**config.mk**
```make
export PLATFORM = sky130hd
export DESIGN_NAME = section_address_translator
export DESIGN_NICKNAME = d
export VERILOG_FILES = /design/src/rtl/core/sat_pkg.sv /design/src/rtl/core/sat_ctrl.sv /design/src/rtl/core/sat_dpath.sv /design/src/rtl/core/section_address_translator.sv
export SDC_FILE = /design/constraint.sdc
export NUM_CORES = 2
export LEC_CHECK = 0
export BUFFER_PORTS_ARGS = -buffer_cell sky130_fd_sc_hd__buf_2
export CAP_MARGIN = 20
export CELL_PAD_IN_SITES_DETAIL_PLACEMENT = 0
export CELL_PAD_IN_SITES_GLOBAL_PLACEMENT = 1
export CORE_AREA = 3 3 589 591
export DETAILED_ROUTE_END_ITERATION = 6
export DIE_AREA = 0 0 592 594
export GPL_TIMING_DRIVEN = 0
export MAX_ROUTING_LAYER = met4
export PLACE_DENSITY = 0.53
export SLEW_MARGIN = 20
export SYNTH_ARGS = -nofsm -noshare
export SYNTH_HDL_FRONTEND = slang
export SYNTH_SLANG_ARGS = --single-unit
```
**constraint.sdc**
```tcl
create_clock -name clk -period 10.75 [get_ports clk]
set_clock_uncertainty 0.15 [all_clocks]
set_input_delay 2.15 -clock clk [delete_from_list [all_inputs] [get_ports clk]]
set_output_delay 2.15 -clock clk [all_outputs]
set_load 0.005 [all_outputs]
```
**src/rtl/core/sat_pkg.sv**
```systemverilog
// Shared types and constants of the section address translator.
package sat_pkg;

	localparam int ADDR_W     = 32;
	localparam int IN_TDATA_W = 168;
	localparam int CFG_IDX_W  = 2;

	// Addresses above this value are rejected in every query mode.
	localparam logic [ADDR_W-1:0] ADDR_LIMIT = 32'h8000_0000;

	// Request modes.
	typedef enum logic [2:0] {
		MODE_LOAD    = 3'd0,
		MODE_RVA2OFF = 3'd1,
		MODE_OFF2RVA = 3'd2,
		MODE_VA2RVA  = 3'd3,
		MODE_RVA2VA  = 3'd4
	} mode_t;

	// Configuration register indexes.
	typedef enum logic [CFG_IDX_W-1:0] {
		CFG_HEADER_SIZE   = 2'd0,
		CFG_SECTION_COUNT = 2'd1,
		CFG_IMAGE_BASE    = 2'd2
	} cfg_idx_t;

	// Controller states.
	typedef enum logic [1:0] {
		ST_IDLE,
		ST_CHECK,
		ST_SCAN,
		ST_FINISH
	} state_t;

	// One section descriptor as stored in the table.
	typedef struct packed {
		logic [ADDR_W-1:0] raw_size;
		logic [ADDR_W-1:0] raw_ptr;
		logic [ADDR_W-1:0] vsize;
		logic [ADDR_W-1:0] vstart;
	} sect_t;

	// Input request as packed on the stream, lowest field in the lowest bits.
	typedef struct packed {
		logic              pad;
		sect_t             entry;
		logic [3:0]        entry_index;
		logic [ADDR_W-1:0] query_address;
		logic [2:0]        mode;
	} in_item_t;

	// Commands from the controller to the datapath.
	typedef struct packed {
		logic capture;
		logic write_entry;
		logic check;
		logic scan;
		logic push;
	} ctl_cmd_t;

	// Status from the datapath to the controller.
	typedef struct packed {
		logic is_load;
		logic is_query;
		logic early_done;
		logic scan_done;
		logic out_full;
	} dp_status_t;

endpackage

```
**src/rtl/core/sat_ctrl.sv**
```systemverilog
// Controller state machine of the section address translator.
module sat_ctrl import sat_pkg::*; (
	input  logic       clk,
	input  logic       arst_n,
	input  logic       s_axis_tvalid,
	output logic       s_axis_tready,
	input  dp_status_t sts,
	output ctl_cmd_t   cmd
);

	state_t state_q;
	state_t state_d;

	// State register.
	always_ff @(posedge clk or negedge arst_n) begin
		if (!arst_n) begin
			state_q <= ST_IDLE;
		end else begin
			state_q <= state_d;
		end
	end

	// Next state.
	always_comb begin
		state_d = state_q;
		case (state_q)
			ST_IDLE: begin
				if (s_axis_tvalid) begin
					state_d = ST_CHECK;
				end
			end
			ST_CHECK: begin
				if (sts.is_query) begin
					state_d = sts.early_done ? ST_FINISH : ST_SCAN;
				end else begin
					state_d = ST_IDLE;
				end
			end
			ST_SCAN: begin
				if (sts.scan_done) begin
					state_d = ST_FINISH;
				end
			end
			ST_FINISH: begin
				if (!sts.out_full) begin
					state_d = ST_IDLE;
				end
			end
			default: state_d = ST_IDLE;
		endcase
	end

	// Outputs and datapath commands.
	always_comb begin
		cmd           = '0;
		s_axis_tready = 1'b0;
		case (state_q)
			ST_IDLE: begin
				s_axis_tready = 1'b1;
				cmd.capture   = s_axis_tvalid;
			end
			ST_CHECK: begin
				cmd.write_entry = sts.is_load;
				cmd.check       = sts.is_query;
			end
			ST_SCAN: begin
				cmd.scan = 1'b1;
			end
			ST_FINISH: begin
				cmd.push = !sts.out_full;
			end
			default: ;
		endcase
	end

endmodule

```
**src/rtl/core/sat_dpath.sv**
```systemverilog
// Datapath of the section address translator: registers, section table and compare logic.
module sat_dpath import sat_pkg::*; #(
	parameter int MAX_SECTIONS = 16
) (
	input  logic                     clk,
	input  logic                     arst_n,
	input  logic [IN_TDATA_W-1:0]    s_axis_tdata,
	input  logic                     cfg_valid,
	input  logic [CFG_IDX_W-1:0]     cfg_index,
	input  logic [ADDR_W-1:0]        cfg_data,
	input  logic                     m_axis_tready,
	input  ctl_cmd_t                 cmd,
	output dp_status_t               sts,
	output logic                     m_axis_tvalid,
	output logic [ADDR_W-1:0]        m_axis_tdata
);

	localparam int IDX_W = (MAX_SECTIONS > 1) ? $clog2(MAX_SECTIONS) : 1;
	localparam int CNT_W = $clog2(MAX_SECTIONS + 1);

	in_item_t          item_q;
	logic [ADDR_W-1:0] header_q;
	logic [4:0]        count_q;
	logic [ADDR_W-1:0] base_q;
	logic [CNT_W-1:0]  cnt_q;
	logic [ADDR_W-1:0] result_q;
	logic              out_valid_q;
	logic [ADDR_W-1:0] out_data_q;
	sect_t             rd_q;

	sect_t             table_mem [MAX_SECTIONS];

	logic [CNT_W-1:0]  lim;
	logic [CNT_W-1:0]  cnt_nxt;
	logic [IDX_W-1:0]  wr_addr;
	logic [IDX_W-1:0]  rd_addr;
	logic              idx_ok;
	logic [ADDR_W-1:0] addr;
	logic              early_done;
	logic [ADDR_W-1:0] early_res;
	logic              is_rva;
	logic [ADDR_W-1:0] rng_lo;
	logic [ADDR_W-1:0] rng_size;
	logic [ADDR_W-1:0] rng_hi;
	logic [ADDR_W-1:0] dst_base;
	logic              hit;
	logic              no_raw;
	logic [ADDR_W-1:0] scan_res;

	assign addr = item_q.query_address;

	// Capture the request.
	always_ff @(posedge clk) begin
		if (cmd.capture) begin
			item_q <= in_item_t'(s_axis_tdata);
		end
	end

	// Configuration registers.
	always_ff @(posedge clk or negedge arst_n) begin
		if (!arst_n) begin
			header_q <= '0;
			count_q  <= '0;
			base_q   <= '0;
		end else if (cfg_valid) begin
			case (cfg_index)
				CFG_HEADER_SIZE:   header_q <= cfg_data;
				CFG_SECTION_COUNT: count_q  <= cfg_data[4:0];
				CFG_IMAGE_BASE:    base_q   <= cfg_data;
				default: ;
			endcase
		end
	end

	// Number of entries to scan, clipped to the table depth.
	assign lim = ({3'b000, count_q} > 8'(MAX_SECTIONS)) ? CNT_W'(MAX_SECTIONS)
		: CNT_W'(count_q);
	assign cnt_nxt = cnt_q + CNT_W'(1);

	// Section table: one write port, one registered read port.
	assign idx_ok  = {4'b0000, item_q.entry_index} < 8'(MAX_SECTIONS);
	assign wr_addr = IDX_W'(item_q.entry_index);
	assign rd_addr = cmd.scan ? cnt_nxt[IDX_W-1:0] : '0;

	always_ff @(posedge clk) begin
		if (cmd.write_entry && idx_ok) begin
			table_mem[wr_addr] <= item_q.entry;
		end
	end

	always_ff @(posedge clk) begin
		if (cmd.check || cmd.scan) begin
			rd_q <= table_mem[rd_addr];
		end
	end

	// Cases settled without a table scan.
	always_comb begin
		early_done = 1'b1;
		early_res  = '0;
		if (addr <= ADDR_LIMIT) begin
			case (item_q.mode)
				MODE_VA2RVA: begin
					if (addr >= base_q) begin
						early_res = addr - base_q;
					end
				end
				MODE_RVA2VA: begin
					early_res = addr + base_q;
				end
				MODE_RVA2OFF, MODE_OFF2RVA: begin
					if (addr < header_q) begin
						early_res = addr;
					end else if (lim != '0) begin
						early_done = 1'b0;
					end
				end
				default: ;
			endcase
		end
	end

	// Range test of the entry read in the previous cycle.
	assign is_rva   = (item_q.mode == MODE_RVA2OFF);
	assign rng_lo   = is_rva ? rd_q.vstart : rd_q.raw_ptr;
	assign rng_size = is_rva ? rd_q.vsize : rd_q.raw_size;
	assign dst_base = is_rva ? rd_q.raw_ptr : rd_q.vstart;
	assign rng_hi   = rng_lo + rng_size;
	assign hit      = (addr >= rng_lo) && (addr < rng_hi);
	assign no_raw   = is_rva && ((rd_q.raw_ptr == '0) || (rd_q.raw_size == '0));
	assign scan_res = no_raw ? '0 : (addr - rng_lo + dst_base);

	// Scan counter.
	always_ff @(posedge clk or negedge arst_n) begin
		if (!arst_n) begin
			cnt_q <= '0;
		end else if (cmd.check) begin
			cnt_q <= '0;
		end else if (cmd.scan) begin
			cnt_q <= cnt_nxt;
		end
	end

	// Result register.
	always_ff @(posedge clk) begin
		if (cmd.check) begin
			result_q <= early_res;
		end else if (cmd.scan) begin
			result_q <= hit ? scan_res : '0;
		end
	end

	// Output register.
	always_ff @(posedge clk or negedge arst_n) begin
		if (!arst_n) begin
			out_valid_q <= 1'b0;
		end else if (cmd.push) begin
			out_valid_q <= 1'b1;
		end else if (m_axis_tready) begin
			out_valid_q <= 1'b0;
		end
	end

	always_ff @(posedge clk) begin
		if (cmd.push) begin
			out_data_q <= result_q;
		end
	end

	assign m_axis_tvalid = out_valid_q;
	assign m_axis_tdata  = out_data_q;

	// Status to the controller.
	assign sts.is_load    = (item_q.mode == MODE_LOAD);
	assign sts.is_query   = item_q.mode inside {MODE_RVA2OFF, MODE_OFF2RVA,
		MODE_VA2RVA, MODE_RVA2VA};
	assign sts.early_done = early_done;
	assign sts.scan_done  = hit || (cnt_nxt == lim);
	assign sts.out_full   = out_valid_q && !m_axis_tready;

endmodule

```
**src/rtl/core/section_address_translator.sv**
```systemverilog
// A load passes the capture and check states; a virtual address query passes capture,
// check and finish, and a table query also scans one section entry per cycle (up to
// MAX_SECTIONS) between check and finish; finish stalls while the output is full. The
// block takes one request at a time, and the scan runs through the single table read port.
// Reset clears the controller, the configuration registers and the output valid flag;
// the section table is not cleared and holds no meaning until written.
module section_address_translator import sat_pkg::*; #(
	parameter int MAX_SECTIONS = 16
) (
	input  logic                  clk,
	input  logic                  arst_n,
	input  logic                  s_axis_tvalid,
	output logic                  s_axis_tready,
	// mode, query_address, entry_index, entry_virtual_start, entry_virtual_size,
	// entry_raw_pointer, entry_raw_size, one zero pad bit
	input  logic [IN_TDATA_W-1:0] s_axis_tdata,
	output logic                  m_axis_tvalid,
	input  logic                  m_axis_tready,
	// result_address
	output logic [ADDR_W-1:0]     m_axis_tdata,
	input  logic                  cfg_valid,
	output logic                  cfg_ready,
	input  logic [CFG_IDX_W-1:0]  cfg_index,
	input  logic [ADDR_W-1:0]     cfg_data
);

	ctl_cmd_t   cmd;
	dp_status_t sts;

	// Register writes complete at once.
	assign cfg_ready = 1'b1;

	sat_ctrl u_ctrl (
		.clk           (clk),
		.arst_n        (arst_n),
		.s_axis_tvalid (s_axis_tvalid),
		.s_axis_tready (s_axis_tready),
		.sts           (sts),
		.cmd           (cmd)
	);

	sat_dpath #(
		.MAX_SECTIONS (MAX_SECTIONS)
	) u_dpath (
		.clk           (clk),
		.arst_n        (arst_n),
		.s_axis_tdata  (s_axis_tdata),
		.cfg_valid     (cfg_valid && cfg_ready),
		.cfg_index     (cfg_index),
		.cfg_data      (cfg_data),
		.m_axis_tready (m_axis_tready),
		.cmd           (cmd),
		.sts           (sts),
		.m_axis_tvalid (m_axis_tvalid),
		.m_axis_tdata  (m_axis_tdata)
	);

endmodule

```
==> load_flow_metrics.sql <==
INSERT INTO impl_metrics (metric_group, metric, value, unit) VALUES
('clock_tree', 'cts-buffers-inserted', '286', ''),
('timing', 'max_clock_freq', '101.2', 'MHz'),
('final_layout', 'drive_above_1_share', '0.1176', ''),
('yosys', 'synth.yosys.seq_area_share', '0.7247', ''),
('yosys', 'synth.yosys.warnings', '0', ''),
('worst_setup_path', 'worst_path_max_delay_cell', 'a211oi_1', ''),
('yosys', 'synthesis.area', '0.1024', 'mm2'),
('final_layout', 'final_stage_net_count', '8519', ''),
('worst_setup_path', 'reg2reg_from', 'u_dpath.item_q[2]$_DFFE_PP_', ''),
('route', 'vias', '67211', ''),
('route', 'avgViaCountPerCell', '5.231', ''),
('clock_tree', 'hold_buffers', '0', ''),
('clock_tree', 'cts.sinks', '2484', ''),
('clock_tree', 'cts_setup_buffers', '0', ''),
('final_layout', 'area_growth_syn_to_layout', '19.03', '%'),
('route', 'drtAntennaViolNets', '0', ''),
('die', 'floorplan.rows', '215', ''),
('worst_setup_path', 'slowest_delay', '0.86', 'ns'),
('worst_setup_path', 'worst_ep_arrival_time', '10.39', 'ns'),
('power', 'max-vdd-ir-drop', '0.2033', 'mV'),
('clock_tree', 'cts_resized', '0', ''),
('worst_setup_path', 'critical_path_start_end_classification', 'register to register', ''),
('route', 'first_pass_iters', '6', ''),
('die', 'die_area', '0.3516', 'mm2'),
('timing', 'setup-violations-final', '0', ''),
('yosys', 'synth_largest_area_cell', 'edfxtp_1', ''),
('timing', 'rsz0062_at_grt', 'no', ''),
('grt', 'global_route_wire_length_before_repair', '517200', 'um'),
('yosys', 'post_synthesis_net_count', '7797', ''),
('power', 'p_leak', '0.04088', 'uW'),
('placement', 'hpwl', '273600', 'um'),
('grt', 'grt_remaining_overflow', '0', ''),
('timing', 'tightest_slew', '1.215', 'ns'),
('yosys', 'ys_dominant_reg_cell', 'edfxtp_1', ''),
('yosys', 'portion_of_netlist_area_occupied_by_mux_cells', '0.009995', ''),
('route', 'drt-wirelength-per-cell', '29.06', 'um'),
('worst_setup_path', 'timing.rr.end', 'u_dpath.result_q[6]$_DFFE_PP_', ''),
('yosys', 'post_synth_inst_count', '7337', ''),
('yosys', 'yosys.area_share.xor_xnor', '0.009323', ''),
('clock_tree', 'clk_pin_slew', '0.05', 'ns'),
('die', 'core_area', '0.3424', 'mm2'),
('min_path', 'hold_path.class', 'register to register', ''),
('final_layout', 'fillers', '32941', ''),
('worst_setup_path', 'critPathLaunchType', 'register', ''),
('grt', 'grt_pass1_vias', '66330', ''),
('route', 'routed_wirelength', '373300', 'um'),
('yosys', 'synthSimpleGateAreaFrac', '0.07478', ''),
('yosys', 'netlist-cell-type-count', '93', ''),
('clock_tree', 'clock_tree_from_tritoncts', 'yes', ''),
('timing', 'finalCriticalPeriod', '9.880', 'ns'),
('grt', 'grt_use_total', '0.2125', ''),
('status', 'run_status', 'complete, no violations', ''),
('timing', 'crit_share_post_route', '0.9191', ''),
('yosys', 'post_synth_edffs', '2407', ''),
('timing', 'report.final.hold_viol_count', '0', ''),
('yosys', 'postSynth.asyncResetShare', '0.03100', ''),
('worst_setup_path', 'critical_path_peak_fanout', '10', ''),
('die', 'initial_utilization', '0.2990', ''),
('clock_tree', 'worstSkewPairLatency', '0.90', 'ns'),
('route', 'first_iter_violations', '6229', ''),
('yosys', 'post_synth.cell_area_avg', '13.96', 'um2'),
('placement', 'post_dp_cell_area', '0.1130', 'mm2'),
('clock_tree', 'ctsLongestPathBuffers', '4', ''),
('die', 'fp.dieH', '594', 'um'),
('yosys', 'synth_top_area_frac', '0.7059', ''),
('route', 'drc_errors', '0', ''),
('timing', 'final_layout_worst_hold_slack', '0.2456', 'ns'),
('worst_setup_path', 'reg2regPathDepth', '32', ''),
('clock_tree', 'h-tree-depth', '5', ''),
('run', 'max_cap_violations', '0', ''),
('placement', 'gp_congestion', '0.8877', '');
[registers in the layout, summed over array words and instances, names as in the netlist, named ones only]
| signal | flops |
|---|---|
| u_ctrl.state_q | 1 |
| u_dpath.m_axis_tdata | 32 |
| u_dpath.m_axis_tvalid | 1 |
| u_dpath.header_q | 32 |
| u_dpath.rd_q | 128 |
| u_dpath.count_q | 5 |
| u_dpath.base_q | 32 |
| u_dpath.addr | 32 |
| u_dpath.result_q | 32 |
| u_dpath.item_q | 131 |
| u_dpath.wr_addr | 4 |
| u_dpath.cnt_q | 5 |
| u_dpath.table_mem | 2048 |
[layer usage]
| metal | part of all wire | GRT usage | vias up |
|---|---|---|---|
| li1 | - | - | 29987 |
| met1 | 0.44 | 0.2810 | 34310 |
| met2 | 0.46 | 0.3317 | 2311 |
| met3 | 0.056 | 0.02665 | 603 |
| met4 | 0.044 | 0.08471 | 0 |
| met5 | 0 | - | - |
[layout by cell type (no fill, tap or decap), types with 19 or more instances in the layout]
cell type	n
edfxtp_1	2407
nand2_1	1396
o22ai_1	442
clkbuf_1	425
a21oi_1	386
clkbuf_16	292
a311oi_1	287
buf_2	254
ha_1	249
a31oi_1	242
nor2_1	155
a211oi_1	153
inv_1	147
o21ai_0	90
a21o_1	82
dfrtp_1	77
xnor2_1	73
nand3_1	73
buf_12	73
clkinv_1	60
nor2b_1	58
buf_4	55
mux2i_1	55
o21ai_1	45
buf_16	45
mux2_2	40
clkinv_2	39
xor2_1	36
a211o_1	35
nor4_1	33
nand4_1	32
buf_1	31
clkbuf_2	22
nand2b_1	21
buf_6	19
[stage by stage]
step,setup WS [ns],util,total power (uW),cells
finish,0.8700,0.3559,32750,12848
global route,0.4017,0.3558,34270,12837
CTS,0.7929,0.3558,32960,12833
detailed placement,0.8403,0.3299,23490,12328
global placement,-12.40,0.3192,23400,12133
floorplan,0.01812,-,18710,7337
[worst max-delay path by stage]
stage / startpoint / cells after the start / end / slack (ns)
final: u_dpath.item_q[2]$_DFFE_PP_ / 32 / u_dpath.result_q[6]$_DFFE_PP_ / 0.87
after global routing: u_dpath.item_q[2]$_DFFE_PP_ / 32 / u_dpath.result_q[17]$_DFFE_PP_ / 0.40
after CTS: u_dpath.item_q[2]$_DFFE_PP_ / 32 / u_dpath.result_q[17]$_DFFE_PP_ / 0.79
after detailed placement: u_dpath.item_q[2]$_DFFE_PP_ / 32 / u_dpath.result_q[6]$_DFFE_PP_ / 0.84
after global placement: register / 4 / u_dpath.table_mem[4][122]$_DFFE_PP_ / -12.40
after floorplan: u_dpath.item_q[2]$_DFFE_PP_ / 4 / u_dpath.table_mem[4][0]$_DFFE_PP_ / 0.02
[area by class of cell]
type                       instances  area (um2)  area share
clock buffer                     357        7551     0.06196
antenna                           15       37.54   0.0003080
sequential                      2484       74210      0.6089
tap                             4557        5702     0.04678
inverter                         151       574.3    0.004712
buffer                           447        1804     0.01480
clock inverter                   148        1313     0.01077
multi-input combinational       4255       26060      0.2139
timing repair buffer             434        4627     0.03796
[cell families (layout without fill, tap and decap cells)]
group,Yosys count,in the layout
compound gates,1934,1934
xor+xnor,109,109
fa+ha+maj,255,255
buf+inv,598,1537
flops,2484,2484
mux,96,96
other cells,1,16
simple gates,1860,1860
[cell usage after synthesis (8+ instances only)]
cell,instances
xor2_1,36
nand3_1,73
nor4_1,35
a221o_1,16
nor2b_1,58
o211ai_1,11
dfrtp_1,77
o21a_1,14
mux2i_1,55
ha_1,249
nand2_1,1396
a22oi_1,16
nor2_1,170
a21oi_1,386
a211o_1,35
o22ai_1,442
a311oi_1,289
o21ai_1,45
nand2b_1,21
a211oi_1,157
buf_1,33
inv_1,148
o31ai_1,15
a21o_1,82
a31oi_1,242
a221oi_1,8
o21ai_0,90
o21bai_1,18
and2_1,9
xnor2_1,73
mux2_2,40
nor3_1,20
clkbuf_1,391
and3_1,12
nand4_1,32
buf_2,14
edfxtp_1,2407
[worst max-delay path, delay by kind of cell, from the launching register on]
family	cells	cell delay [ns]
and+or+nand+nor	10	1.82
buffers and inverters	8	3.28
adders and majority gates	3	0.92
DFF	1	0.48
xor gates and xnor gates	1	0.19
AOI/OAI and AO/OA	10	2.82
[power by group]
group          switching [uW]  internal [uW]
clock network            3970           5400
logic                    7020           3360
registers                1200          11800
total                   12200          20600
Note: power is estimated with default switching activity, not from simulation.
